==> src/rtl/lcdpfg_pkg.sv <==
`timescale 1ns / 1ps
// ----------------------------------------------------------------------------
// lcdpfg_pkg
// Types, codes and helpers shared by the LCD pixel frame generator.
// ----------------------------------------------------------------------------
package lcdpfg_pkg;

    localparam int COLOR_W   = 12;
    localparam int BYTE_W    = 8;
    localparam int PAL_W     = 4 * COLOR_W;
    localparam int CFG_IDX_W = 2;
    localparam int CFG_DAT_W = PAL_W;
    localparam int IN_DATA_W = 56;
    localparam int CNT_W     = 4;
    localparam int QDEPTH    = 2;
    localparam int QPTR_W    = $clog2(QDEPTH);

    typedef enum logic [2:0] {
        OP_WINDOW   = 3'd0,
        OP_SOLID    = 3'd1,
        OP_BITMAP   = 3'd2,
        OP_GLYPH    = 3'd3,
        OP_RAW_CMD  = 3'd4,
        OP_RAW_DATA = 3'd5
    } t_op;

    typedef enum logic [CFG_IDX_W-1:0] {
        REG_KIND    = 2'd0,
        REG_FG      = 2'd1,
        REG_BG      = 2'd2,
        REG_PALETTE = 2'd3
    } t_reg;

    localparam logic [7:0] CMD_COL_0 = 8'h2A;
    localparam logic [7:0] CMD_PAG_0 = 8'h2B;
    localparam logic [7:0] CMD_WR_0  = 8'h2C;
    localparam logic [7:0] CMD_COL_1 = 8'h15;
    localparam logic [7:0] CMD_PAG_1 = 8'h75;
    localparam logic [7:0] CMD_WR_1  = 8'h5C;

    localparam logic [CNT_W-1:0] LAST_WINDOW = 4'd6;
    localparam logic [CNT_W-1:0] LAST_SOLID  = 4'd2;
    localparam logic [CNT_W-1:0] LAST_BITMAP = 4'd5;
    localparam logic [CNT_W-1:0] LAST_GLYPH  = 4'd11;
    localparam logic [CNT_W-1:0] LAST_RAW    = 4'd0;

    typedef struct packed {
        logic               kind;
        logic [COLOR_W-1:0] fg;
        logic [COLOR_W-1:0] bg;
        logic [PAL_W-1:0]   palette;
    } t_cfg;

    typedef struct packed {
        t_op              op;
        logic [7:0]       x1;
        logic [7:0]       xw;
        logic [7:0]       y1;
        logic [7:0]       yh;
        logic [COLOR_W-1:0] fill;
        logic [7:0]       payload;
        logic [CNT_W-1:0] last_idx;
    } t_desc;

    function automatic logic [COLOR_W-1:0] pal_entry(input logic [PAL_W-1:0] pal,
                                                     input logic [1:0] sel);
        logic [COLOR_W-1:0] c;
        case (sel)
            2'd0:    c = pal[0*COLOR_W +: COLOR_W];
            2'd1:    c = pal[1*COLOR_W +: COLOR_W];
            2'd2:    c = pal[2*COLOR_W +: COLOR_W];
            default: c = pal[3*COLOR_W +: COLOR_W];
        endcase
        return c;
    endfunction

endpackage

==> src/rtl/lcd_pixel_frame_generator_top.sv <==
`timescale 1ns / 1ps
// ----------------------------------------------------------------------------
// lcd_pixel_frame_generator_top
// Drawing requests in, 9-bit LCD serial frames (flag plus byte) out.
//
//  channel   direction  payload
//  s_axis    in         tuser: operation[2:0]; tdata: x, y, w, h, fill, payload
//  m_axis    out        tuser: is_data; tdata: frame_byte; tlast: last
//  cfg       in         i_cfg_we, i_cfg_addr, i_cfg_data (write only)
//
// One output beat per cycle while the receiver is ready; a request gives
// 1 to 12 frames, which the back sequencer steps into the output register.
// Requests with codes 6 and 7 take one input beat and give nothing.
// Synchronous active-low reset clears handshake state and the config registers.
// Either side may stall; a two-entry queue parts front and back.
// ----------------------------------------------------------------------------
module lcd_pixel_frame_generator_top import lcdpfg_pkg::*; (
    input  logic                 i_clk,
    input  logic                 i_rst_n,
    input  logic                 s_axis_tvalid,
    output logic                 s_axis_tready,
    // tdata: win_x[7:0], win_y[15:8], win_w[23:16], win_h[31:24],
    //        fill_color[43:32], payload[51:44], zero pad [55:52]
    input  logic [IN_DATA_W-1:0] s_axis_tdata,
    // tuser: operation[2:0]
    input  logic [2:0]           s_axis_tuser,
    output logic                 m_axis_tvalid,
    input  logic                 m_axis_tready,
    // tdata: frame_byte[7:0]
    output logic [7:0]           m_axis_tdata,
    // tuser: is_data[0]
    output logic                 m_axis_tuser,
    output logic                 m_axis_tlast,
    input  logic                 i_cfg_we,
    input  logic [CFG_IDX_W-1:0] i_cfg_addr,
    input  logic [CFG_DAT_W-1:0] i_cfg_data
);

    t_cfg  r_cfg;
    logic  f_valid, q_full, q_valid, q_pop;
    t_desc f_desc, q_desc;

    always_ff @(posedge i_clk) begin
        if (!i_rst_n) begin
            r_cfg <= '0;
        end else if (i_cfg_we) begin
            unique case (t_reg'(i_cfg_addr))
                REG_KIND:    r_cfg.kind    <= i_cfg_data[0];
                REG_FG:      r_cfg.fg      <= i_cfg_data[COLOR_W-1:0];
                REG_BG:      r_cfg.bg      <= i_cfg_data[COLOR_W-1:0];
                REG_PALETTE: r_cfg.palette <= i_cfg_data[PAL_W-1:0];
                default: ;
            endcase
        end
    end

    lcdpfg_front u_front (
        .i_clk        (i_clk),
        .i_rst_n      (i_rst_n),
        .i_valid      (s_axis_tvalid),
        .o_ready      (s_axis_tready),
        .i_op         (s_axis_tuser),
        .i_win_x      (s_axis_tdata[7:0]),
        .i_win_y      (s_axis_tdata[15:8]),
        .i_win_w      (s_axis_tdata[23:16]),
        .i_win_h      (s_axis_tdata[31:24]),
        .i_fill_color (s_axis_tdata[43:32]),
        .i_payload    (s_axis_tdata[51:44]),
        .o_valid      (f_valid),
        .o_desc       (f_desc),
        .i_ready      (!q_full)
    );

    lcdpfg_fifo u_fifo (
        .i_clk   (i_clk),
        .i_rst_n (i_rst_n),
        .i_push  (f_valid),
        .i_desc  (f_desc),
        .o_full  (q_full),
        .i_pop   (q_pop),
        .o_valid (q_valid),
        .o_desc  (q_desc)
    );

    lcdpfg_back u_back (
        .i_clk    (i_clk),
        .i_rst_n  (i_rst_n),
        .i_cfg    (r_cfg),
        .i_valid  (q_valid),
        .i_desc   (q_desc),
        .o_pop    (q_pop),
        .o_tvalid (m_axis_tvalid),
        .i_tready (m_axis_tready),
        .o_tdata  (m_axis_tdata),
        .o_tuser  (m_axis_tuser),
        .o_tlast  (m_axis_tlast)
    );

endmodule

==> src/rtl/lcdpfg_front.sv <==
`timescale 1ns / 1ps
// ----------------------------------------------------------------------------
// lcdpfg_front
// Accepts requests, drops unused codes, precomputes window sums and last frame index.
// ----------------------------------------------------------------------------
module lcdpfg_front import lcdpfg_pkg::*; (
    input  logic               i_clk,
    input  logic               i_rst_n,
    input  logic               i_valid,
    output logic               o_ready,
    input  logic [2:0]         i_op,
    input  logic [7:0]         i_win_x,
    input  logic [7:0]         i_win_y,
    input  logic [7:0]         i_win_w,
    input  logic [7:0]         i_win_h,
    input  logic [COLOR_W-1:0] i_fill_color,
    input  logic [7:0]         i_payload,
    output logic               o_valid,
    output t_desc              o_desc,
    input  logic               i_ready
);

    logic  r_valid, n_valid;
    t_desc r_desc, n_desc;
    logic  op_ok;
    logic  accept;

    assign o_ready = !r_valid || i_ready;
    assign accept  = i_valid && o_ready;
    assign o_valid = r_valid;
    assign o_desc  = r_desc;

    always_comb begin
        n_desc         = r_desc;
        op_ok          = 1'b1;
        n_desc.op      = t_op'(i_op);
        n_desc.x1      = i_win_x + 8'd1;
        n_desc.xw      = i_win_x + i_win_w;
        n_desc.y1      = i_win_y + 8'd1;
        n_desc.yh      = i_win_y + i_win_h;
        n_desc.fill    = i_fill_color;
        n_desc.payload = i_payload;
        unique case (i_op)
            OP_WINDOW:   n_desc.last_idx = LAST_WINDOW;
            OP_SOLID:    n_desc.last_idx = LAST_SOLID;
            OP_BITMAP:   n_desc.last_idx = LAST_BITMAP;
            OP_GLYPH:    n_desc.last_idx = LAST_GLYPH;
            OP_RAW_CMD,
            OP_RAW_DATA: n_desc.last_idx = LAST_RAW;
            default: begin
                n_desc.last_idx = LAST_RAW;
                op_ok           = 1'b0;
            end
        endcase
    end

    always_comb begin
        if (accept && op_ok) begin
            n_valid = 1'b1;
        end else if (i_ready) begin
            n_valid = 1'b0;
        end else begin
            n_valid = r_valid;
        end
    end

    always_ff @(posedge i_clk) begin
        if (!i_rst_n) begin
            r_valid <= 1'b0;
        end else begin
            r_valid <= n_valid;
        end
        if (accept) begin
            r_desc <= n_desc;
        end
    end

endmodule

==> src/rtl/lcdpfg_fifo.sv <==
`timescale 1ns / 1ps
// ----------------------------------------------------------------------------
// lcdpfg_fifo
// Short request queue between the front and back parts.
// ----------------------------------------------------------------------------
module lcdpfg_fifo import lcdpfg_pkg::*; (
    input  logic  i_clk,
    input  logic  i_rst_n,
    input  logic  i_push,
    input  t_desc i_desc,
    output logic  o_full,
    input  logic  i_pop,
    output logic  o_valid,
    output t_desc o_desc
);

    t_desc               r_mem [QDEPTH];
    logic [QPTR_W-1:0]   r_wr, n_wr;
    logic [QPTR_W-1:0]   r_rd, n_rd;
    logic [QPTR_W:0]     r_cnt, n_cnt;
    logic                do_push, do_pop;

    assign o_full  = (r_cnt == (QPTR_W+1)'(QDEPTH));
    assign o_valid = (r_cnt != '0);
    assign o_desc  = r_mem[r_rd];
    assign do_push = i_push && !o_full;
    assign do_pop  = i_pop && o_valid;

    always_comb begin
        n_wr  = do_push ? r_wr + 1'b1 : r_wr;
        n_rd  = do_pop  ? r_rd + 1'b1 : r_rd;
        n_cnt = r_cnt + (QPTR_W+1)'(do_push) - (QPTR_W+1)'(do_pop);
    end

    always_ff @(posedge i_clk) begin
        if (!i_rst_n) begin
            r_wr  <= '0;
            r_rd  <= '0;
            r_cnt <= '0;
        end else begin
            r_wr  <= n_wr;
            r_rd  <= n_rd;
            r_cnt <= n_cnt;
        end
        if (do_push) begin
            r_mem[r_wr] <= i_desc;
        end
    end

endmodule

==> src/rtl/lcdpfg_back.sv <==
`timescale 1ns / 1ps
// ----------------------------------------------------------------------------
// lcdpfg_back
// Steps through the frames of one request, one beat per cycle unless stalled.
// ----------------------------------------------------------------------------
module lcdpfg_back import lcdpfg_pkg::*; (
    input  logic        i_clk,
    input  logic        i_rst_n,
    input  t_cfg        i_cfg,
    input  logic        i_valid,
    input  t_desc       i_desc,
    output logic        o_pop,
    output logic        o_tvalid,
    input  logic        i_tready,
    output logic [7:0]  o_tdata,
    output logic        o_tuser,
    output logic        o_tlast
);

    logic             r_busy, n_busy;
    t_desc            r_desc;
    logic [CNT_W-1:0] r_idx;
    logic [1:0]       r_phase;
    logic [1:0]       r_pair;
    logic             r_ovalid, n_ovalid;
    logic [7:0]       r_obyte;
    logic             r_odata;
    logic             r_olast;

    logic               adv, is_last;
    logic [7:0]         f_byte;
    logic               f_data;
    logic [COLOR_W-1:0] col_a, col_b, inv_a, inv_b;
    logic [7:0]         pix_byte;
    logic [7:0]         cmd_col, cmd_pag, cmd_wr;

    assign adv     = r_busy && (!r_ovalid || i_tready);
    assign is_last = (r_idx == r_desc.last_idx);
    assign o_pop   = i_valid && (!r_busy || (adv && is_last));

    assign cmd_col = i_cfg.kind ? CMD_COL_1 : CMD_COL_0;
    assign cmd_pag = i_cfg.kind ? CMD_PAG_1 : CMD_PAG_0;
    assign cmd_wr  = i_cfg.kind ? CMD_WR_1  : CMD_WR_0;

    always_comb begin
        unique case (r_desc.op)
            OP_BITMAP: begin
                col_a = pal_entry(i_cfg.palette, r_desc.payload[{r_pair[0], 2'b00} +: 2]);
                col_b = pal_entry(i_cfg.palette, r_desc.payload[{r_pair[0], 2'b10} +: 2]);
            end
            OP_GLYPH: begin
                col_a = r_desc.payload[{r_pair, 1'b0}] ? i_cfg.fg : i_cfg.bg;
                col_b = r_desc.payload[{r_pair, 1'b1}] ? i_cfg.fg : i_cfg.bg;
            end
            default: begin
                col_a = r_desc.fill;
                col_b = r_desc.fill;
            end
        endcase
        inv_a = ~col_a;
        inv_b = ~col_b;
        unique case (r_phase)
            2'd0:    pix_byte = inv_a[11:4];
            2'd1:    pix_byte = {inv_a[3:0], inv_b[11:8]};
            default: pix_byte = inv_b[7:0];
        endcase
    end

    always_comb begin
        f_data = 1'b1;
        f_byte = pix_byte;
        unique case (r_desc.op)
            OP_WINDOW: begin
                unique case (r_idx)
                    4'd0: begin f_data = 1'b0; f_byte = cmd_col; end
                    4'd1: f_byte = r_desc.x1;
                    4'd2: f_byte = r_desc.xw;
                    4'd3: begin f_data = 1'b0; f_byte = cmd_pag; end
                    4'd4: f_byte = r_desc.y1;
                    4'd5: f_byte = r_desc.yh;
                    default: begin f_data = 1'b0; f_byte = cmd_wr; end
                endcase
            end
            OP_RAW_CMD: begin
                f_data = 1'b0;
                f_byte = r_desc.payload;
            end
            OP_RAW_DATA: f_byte = r_desc.payload;
            default: f_byte = pix_byte;
        endcase
    end

    always_comb begin
        if (o_pop) begin
            n_busy = 1'b1;
        end else if (adv && is_last) begin
            n_busy = 1'b0;
        end else begin
            n_busy = r_busy;
        end
        if (adv) begin
            n_ovalid = 1'b1;
        end else if (i_tready) begin
            n_ovalid = 1'b0;
        end else begin
            n_ovalid = r_ovalid;
        end
    end

    always_ff @(posedge i_clk) begin
        if (!i_rst_n) begin
            r_busy   <= 1'b0;
            r_ovalid <= 1'b0;
            r_idx    <= '0;
            r_phase  <= '0;
            r_pair   <= '0;
        end else begin
            r_busy   <= n_busy;
            r_ovalid <= n_ovalid;
            if (o_pop) begin
                r_idx   <= '0;
                r_phase <= '0;
                r_pair  <= '0;
            end else if (adv) begin
                r_idx <= r_idx + 1'b1;
                if (r_phase == 2'd2) begin
                    r_phase <= '0;
                    r_pair  <= r_pair + 1'b1;
                end else begin
                    r_phase <= r_phase + 1'b1;
                end
            end
        end
        if (o_pop) begin
            r_desc <= i_desc;
        end
        if (adv) begin
            r_obyte <= f_byte;
            r_odata <= f_data;
            r_olast <= is_last;
        end
    end

    assign o_tvalid = r_ovalid;
    assign o_tdata  = r_obyte;
    assign o_tuser  = r_odata;
    assign o_tlast  = r_olast;

endmodule

==> config.mk <==
export PLATFORM = sky130hd
export DESIGN_NAME = lcd_pixel_frame_generator_top
export DESIGN_NICKNAME = d
export VERILOG_FILES = /design/src/rtl/lcdpfg_pkg.sv /design/src/rtl/lcd_pixel_frame_generator_top.sv /design/src/rtl/lcdpfg_front.sv /design/src/rtl/lcdpfg_fifo.sv /design/src/rtl/lcdpfg_back.sv
export SDC_FILE = /design/constraint.sdc
export NUM_CORES = 1
export LEC_CHECK = 0
export BUFFER_PORTS_ARGS = -buffer_cell sky130_fd_sc_hd__clkbuf_2
export CORE_UTILIZATION = 54
export DETAILED_ROUTE_END_ITERATION = 10
export GPL_ROUTABILITY_DRIVEN = 1
export PLACE_DENSITY = 0.76
export SYNTH_ARGS = -nofsm -noshare
export SYNTH_HDL_FRONTEND = slang
export SYNTH_SLANG_ARGS = --single-unit
==> constraint.sdc <==
create_clock -name i_clk -period 3.8 [get_ports i_clk]
set_input_delay 1.14 -clock i_clk [delete_from_list [all_inputs] [get_ports i_clk]]
set_output_delay 1.14 -clock i_clk [all_outputs]
set_load 0.01 [all_outputs]
==> reports/summary.txt, run 1 <==
H-Tree Depth: 2
Finish-stage setup viols: 0
power density over the cells: 668 nW/um2
Post-route DRC: 0
switching share of total power: 29.6%
CTS root buf: clkbuf_16
CP max stage cell: dfxtp_1
leakage: 0.00600 uW
grt ovf: 0
Post-synth EDFFs: 246
ys async rst share: 0%
Syn Nets: 1264
synth-to-layout area growth: 14.7%
sequential power share: 46.7%
Final #Nets: 1382
Via-to-Cell Ratio: 5.70
starting density of the core: 55.2%
syn_area_per_cell: 12.8 um2
Peak VDD IR: 0.535 mV
Clock Sinks: 334
crit-path max FO: 17
WL/cell: 19.7 um
synthesized flop and latch total: 334
Slowest Stage Delay on Critical Path: 770 ps
crit path kind: reg2reg
HP Class: reg2reg
post_cts resized: 0
initial antenna violation count: 0
Syn Std Cell Area: 14400 um2
RSZ-0062 raised after global routing: no
Max Clock Freq: 329 MHz
Pre-Repair DR Iteration Count: 5
largest net degree at the start of global routing: 76
Ports: 126
Die X: 165 um
Finished Cell Area: 16500 um2
core area: 26100 um2
Seq/Total Area, Yosys: 63.6%
Yosys Warn Count: 0
switching pwr: 3260 uW
worst relative slew slack: 31.6%
CTS tree: built
Post-DP Area: 15300 um2
drt initial violations: 793
ys flop type: edfxtp_1
All-Layer GR Usage: 23.4%
Routed Antenna Nets: 0
FP Rows: 59
Post-CTS Hold Buffers: 0
Critical Path Sink Type: flop
synthesized instance count: 1126
outcome: finished, final reports clean
Port Buffer Count: 121
max_cap viols: 0
power share of the combinational group: 21.7%
Die Y: 165 um
via count: 9154
type of origin of the critical path: flop
setup TNS: 0 ps
max-slew violations: 0
post-DP HPWL: 21300 um
number of global-route vias before repair: 8696
first-pass GRT wire length: 47700 um
Worst Path Required: 4160 ps
critical-path cell list: mux2i_4 > nand2b_1 > buf_4 > o221a_2 > a211oi_1 > a21oi_1 > nand3_1
drt total wl: 31600 um
crit path time final: 3040 ps
final hold viol count: 0
Longest Clk Path Bufs: 3
ranking of synthesized cells by area: edfxtp_1 51%, dfxtp_1 12%, nand2_1 4.8%, mux2_2 4.8%, mux2i_1 3.8%
GPL Wtd Cong: 1.00
internal power: 7760 uW
Clock Power Share: 31.6%
CP Data Arrival Time: 3400 ps
clk_skew: 10.3 ps
Distinct cells, synth: 64
Final Power: 11000 uW
die area: 27300 um2
buffers inserted by post-CTS timing repair: 0
later-pin clock latency in the skew report: 510 ps
Hold WS: 443 ps
Tcrit/Tclk final: 80.0%
clk slew on worst S/H paths: 60 ps
Yosys top cell area share: 51.4%
number of diodes: 0
total CTS buffers: 35
largest area contributor in the netlist: edfxtp_1
actual slew at the worst max-slew pin: 1020 ps
fraction of layout cells with a size suffix above 1: 21.1%
final timing paths:
kind                      start             endpoint  slack, ps  depth (start not counted)
max            u_back.r_pair[0]    u_back.o_tdata[4]        760                          7
min reg2reg  u_front.o_desc[36]  u_fifo.r_mem[0][36]        440                          0
min          u_front.o_desc[36]  u_fifo.r_mem[0][36]        440                          0
max reg2reg    u_back.r_pair[0]    u_back.o_tdata[4]        760                          7
state kept, by name, summed over array words and instances, names as in the netlist:
signal and cells:
u_back.o_tdata 8, r_cfg 73, u_back.r_phase 2, u_front.o_valid 1
u_front.o_desc 59, u_back.r_busy 1, u_fifo.r_cnt 2, u_back.o_tlast 1
u_back.o_tvalid 1, u_fifo.r_rd 1, u_fifo.r_mem 118, u_back.o_tuser 1
u_fifo.r_wr 1, u_back.r_desc 59, u_back.r_idx 4, u_back.r_pair 2
cells in the mapped netlist, types with 4 or more instances:
library cell  instances
mux2i_1              54
a211o_1               4
nor2b_1              22
nand3_1              11
a21boi_0             63
a221oi_1             11
buf_2                 8
o211ai_1              5
edfxtp_1            246
a22oi_1               5
a21oi_1              31
o21ai_0              16
xnor2_1              24
and2_1                7
clkbuf_1             35
ha_1                 22
a31oi_1              11
nand4_1               6
dfxtp_1              88
nor2_1               41
o221ai_1             14
nand2b_1              6
buf_1                10
xor2_1               14
o22a_1                5
a21o_1                8
nor3_1               11
mux2_2               61
o21a_1                6
or3_1                 7
and3_1                5
inv_1                25
o22ai_1               8
nand2_1             184
through the flow:
stage	instances	setup slack (ps)	utilization [%]
after global routing	1606	611	63.3
after floorplan	1126	23.5	-
after detailed placement	1542	846	58.8
final	1606	762	63.3
after CTS	1606	863	63.3
after global placement	1542	864	58.8
per-layer routing:
metal  global-route usage, %  vias up  wire length, um
li1                        -     4381                -
met5                       0        -                0
met4                    9.34        0             1120
met3                    3.30       70             1570
met2                    39.7      301            15400
met1                    30.1     4402            13500
placed cells by master, fill, tap and decap left out, drive strengths merged, types with 15 or more instances in the layout:
cell      n
xnor2    24
a21oi    31
edfxtp  246
nor2b    22
nand2   184
o21ai    16
clkinv   15
ha       22
clkbuf  161
mux2     61
mux2i    55
dfxtp    88
inv      27
buf      18
nor2     42
a21boi   63
power by group through the flow:
stage	combinational, uW	clock [uW]	sequential, uW
3_3_place_gp	2340	0	5190
3_5_place_dp	2360	0	5220
4_1_cts	2380	3540	5150
5_1_grt	2590	3700	5200
2_1_floorplan	1720	0	5000
6_report	2390	3480	5140
logic make-up after synthesis:
group,after synthesis,synth area share (%)
mux,118,9.00
flops,334,63.6
fa+ha+maj,24,2.19
simple gates,313,9.63
compound gates,215,10.8
buf+inv,84,2.44
xor+xnor,38,2.31
final cells by class:
type,instances,area [um2]
multi-input cells,708,4890
clock inverters,24,260
inverters,26,97.6
repair buffers,139,753
flip-flops and latches,334,9150
well taps,335,419
fillers,1913,9560
clock buffers,40,926
worst max-delay path, delay by kind of cell (launching register included):
kind	cells	cell delay, ps
DFF	1	770
AOI/OAI and AO/OA	3	710
muxes	1	580
and+or+nand+nor	2	530
buffers and inverters	1	290
Note: power is estimated with default switching activity, not from simulation.
==> inputs of run 2 (changes only) <==
==> constraint.sdc (replaced) <==
create_clock -name i_clk -period 2.5 [get_ports i_clk]
set_input_delay 0.75 -clock i_clk [delete_from_list [all_inputs] [get_ports i_clk]]
set_output_delay 0.75 -clock i_clk [all_outputs]
set_load 0.01 [all_outputs]
==> reports/summary.txt, run 2 (synthesized netlist as in run 1, its figures left out) <==
outcome: finished, final reports clean
GPL Wtd Cong: 0.966 (-3.7%)
Clock Power Share: 28.5% (-3.1 points)
actual slew at the worst max-slew pin: 706 ps (-315 ps)
initial antenna violation count: 0 (unchanged)
internal power: 11700 uW (+51%)
CP Data Arrival Time: 2620 ps (-780 ps)
H-Tree Depth: 2 (unchanged)
max-slew violations: 0 (unchanged)
type of origin of the critical path: flop
setup TNS: 0 ps (unchanged)
power share of the combinational group: 25.5% (+3.8 points)
drt total wl: 31700 um (+0.23%)
Longest Clk Path Bufs: 3 (unchanged)
Final WS setup: 100 ps (-661 ps)
pre-CTS WS: -42.1 ps (-888 ps)
switching share of total power: 29.7% (+0.18 points)
Reg2Reg Depth: 5 (-2)
Finish-stage setup viols: 0 (unchanged)
Largest regs: u_fifo.r_mem: 118 flops, r_cfg: 73 flops
Most flops, register: u_fifo.r_mem
Critical Path Sink Type: flop
switching pwr: 4960 uW (+52%)
leakage: 0.00617 uW (+2.8%)
Hold EP: u_front.o_desc[15]
R2R Setup Slk: 100 ps (-660 ps)
reg2reg start: u_back.r_desc[8]
crit-path max FO: 9 (-8)
Post-route DRC: 0 (unchanged)
Fill cells: 1925 (+0.63%)
Port Buffer Count: 121 (unchanged)
RSZ-0062 raised after global routing: no
power density over the cells: 990 nW/um2 (+48%)
fraction of layout cells with a size suffix above 1: 23.7% (+2.7 points)
WL/cell: 19.2 um (-2.1%)
Die X: 165 um (unchanged)
final hold viol count: 0 (unchanged)
Hold WS: 416 ps (-26.8 ps)
core area: 26100 um2 (unchanged)
crit path time final: 2400 ps (-639 ps)
Peak VDD IR: 0.546 mV (+2.1%)
crit path kind: reg2reg
min-delay src: s_axis_tdata[35]
clk slew on worst S/H paths: 60 ps (about the same)
starting density of the core: 55.2% (unchanged)
Ports: 126 (unchanged)
Clock Sinks: 334 (unchanged)
All-Layer GR Usage: 23.5% (+0.12 points)
Max Clock Freq: 417 MHz (+27%)
worst relative slew slack: 52.8% (+21 points)
grt ovf: 0 (unchanged)
hold path depth: 1 (+1)
via count: 9357 (+2.2%)
FP Rows: 59 (unchanged)
Routed Antenna Nets: 0 (unchanged)
HP Class: in2reg
Final #Nets: 1423 (+3.0%)
Largest register FFs: 118 (unchanged)
number of diodes: 0 (unchanged)
CTS tree: built
sequential power share: 46.0% (-0.7 points)
post-DP HPWL: 22000 um (+3.2%)
sequential cell area: 9150 um2 (about the same)
Die Y: 165 um (unchanged)
Worst Path Required: 2720 ps (-1440 ps)
max_cap viols: 0 (unchanged)
drt initial violations: 700 (-12%)
total CTS buffers: 35 (unchanged)
Tcrit/Tclk final: 96.0% (+16 points)
first-pass GRT wire length: 48200 um (+1.1%)
FF-to-FF End: u_back.o_tdata[7]
Via-to-Cell Ratio: 5.69 (-0.21%)
die area: 27300 um2 (unchanged)
Pre-Repair DR Iteration Count: 6 (+1)
Multi-input gate area: 4950 um2 (+1.3%)
clk_skew: 13.0 ps (+2.70 ps)
number of global-route vias before repair: 9146 (+5.2%)
largest net degree at the start of global routing: 82 (+7.9%)
most common cell after layout, fill and taps aside: edfxtp_1
CTS root buf: clkbuf_16
later-pin clock latency in the skew report: 510 ps (about the same)
synth-to-layout area growth: 17.0%
most frequent cells in the layout: 246 x edfxtp_1, 184 x nand2_1, 121 x clkbuf_2, 86 x dfxtp_1, 63 x a21boi_0
## run 2: repair_timing
action,CTS,global route
gates resized for setup,0,7
hold buffers,0,0
setup buffers,0,2
endpoints found under the setup margin,0,4
## run 2: worst max-delay path by stage
stage / start / to / depth (start not counted)
floorplan: m_axis_tready / u_fifo.r_cnt[1] / 10
global placement: s_axis_tdata[9] / u_front.o_desc[31] / 8
detailed placement: s_axis_tdata[9] / u_front.o_desc[31] / 8
CTS: u_back.r_idx[0] / u_fifo.r_cnt[1] / 12
global route: u_back.r_idx[0] / u_fifo.r_cnt[1] / 12
finish: u_back.r_desc[8] / u_back.o_tdata[7] / 5
## run 2: stage by stage
step                      cell area (um2)  utilization [%]  total power (uW)  std cells
after CTS                           16800             64.4             16600       1643
after detailed placement            15700             60.4             11900       1581
after global routing                16800             64.6             17400       1645
after global placement              15700             60.4             11800       1581
final                               16800             64.6             16700       1645
after floorplan                     14400                -             10200       1126
## run 2: final cells by class
| cell class | instances | area share (%) |
|---|---|---|
| inverters | 26 | 0.602 |
| repair buffers | 180 | 6.85 |
| flip-flops and latches | 334 | 54.4 |
| multi-input cells | 708 | 29.4 |
| clock inverters | 16 | 0.624 |
| well taps | 335 | 2.49 |
| clock buffers | 46 | 5.64 |
## run 2: per-layer routing
metal  vias up  share of wire [%]  GRT usage (%)
li1       4462                  -              -
met4         0                3.8           9.63
met1      4487                 42           29.1
met3        87                5.2           4.25
met5         -                  0              0
met2       321                 49           40.5
## run 2: power by group through the flow
| stage | sequential [uW] | clock, uW | combinational, uW |
|---|---|---|---|
| after floorplan | 7590 | 0 | 2660 |
| after CTS | 7650 | 4850 | 4150 |
| after global routing | 7730 | 5080 | 4600 |
| after global placement | 7720 | 0 | 4060 |
| final | 7660 | 4750 | 4250 |
| after detailed placement | 7760 | 0 | 4120 |
## run 2: worst max-delay path, stage by stage (launching register included)
cell	delay (ps)
edfxtp_1	530
mux4_2	680
mux2i_1	170
nor2_1	120
a2111oi_0	70
or4_1	540
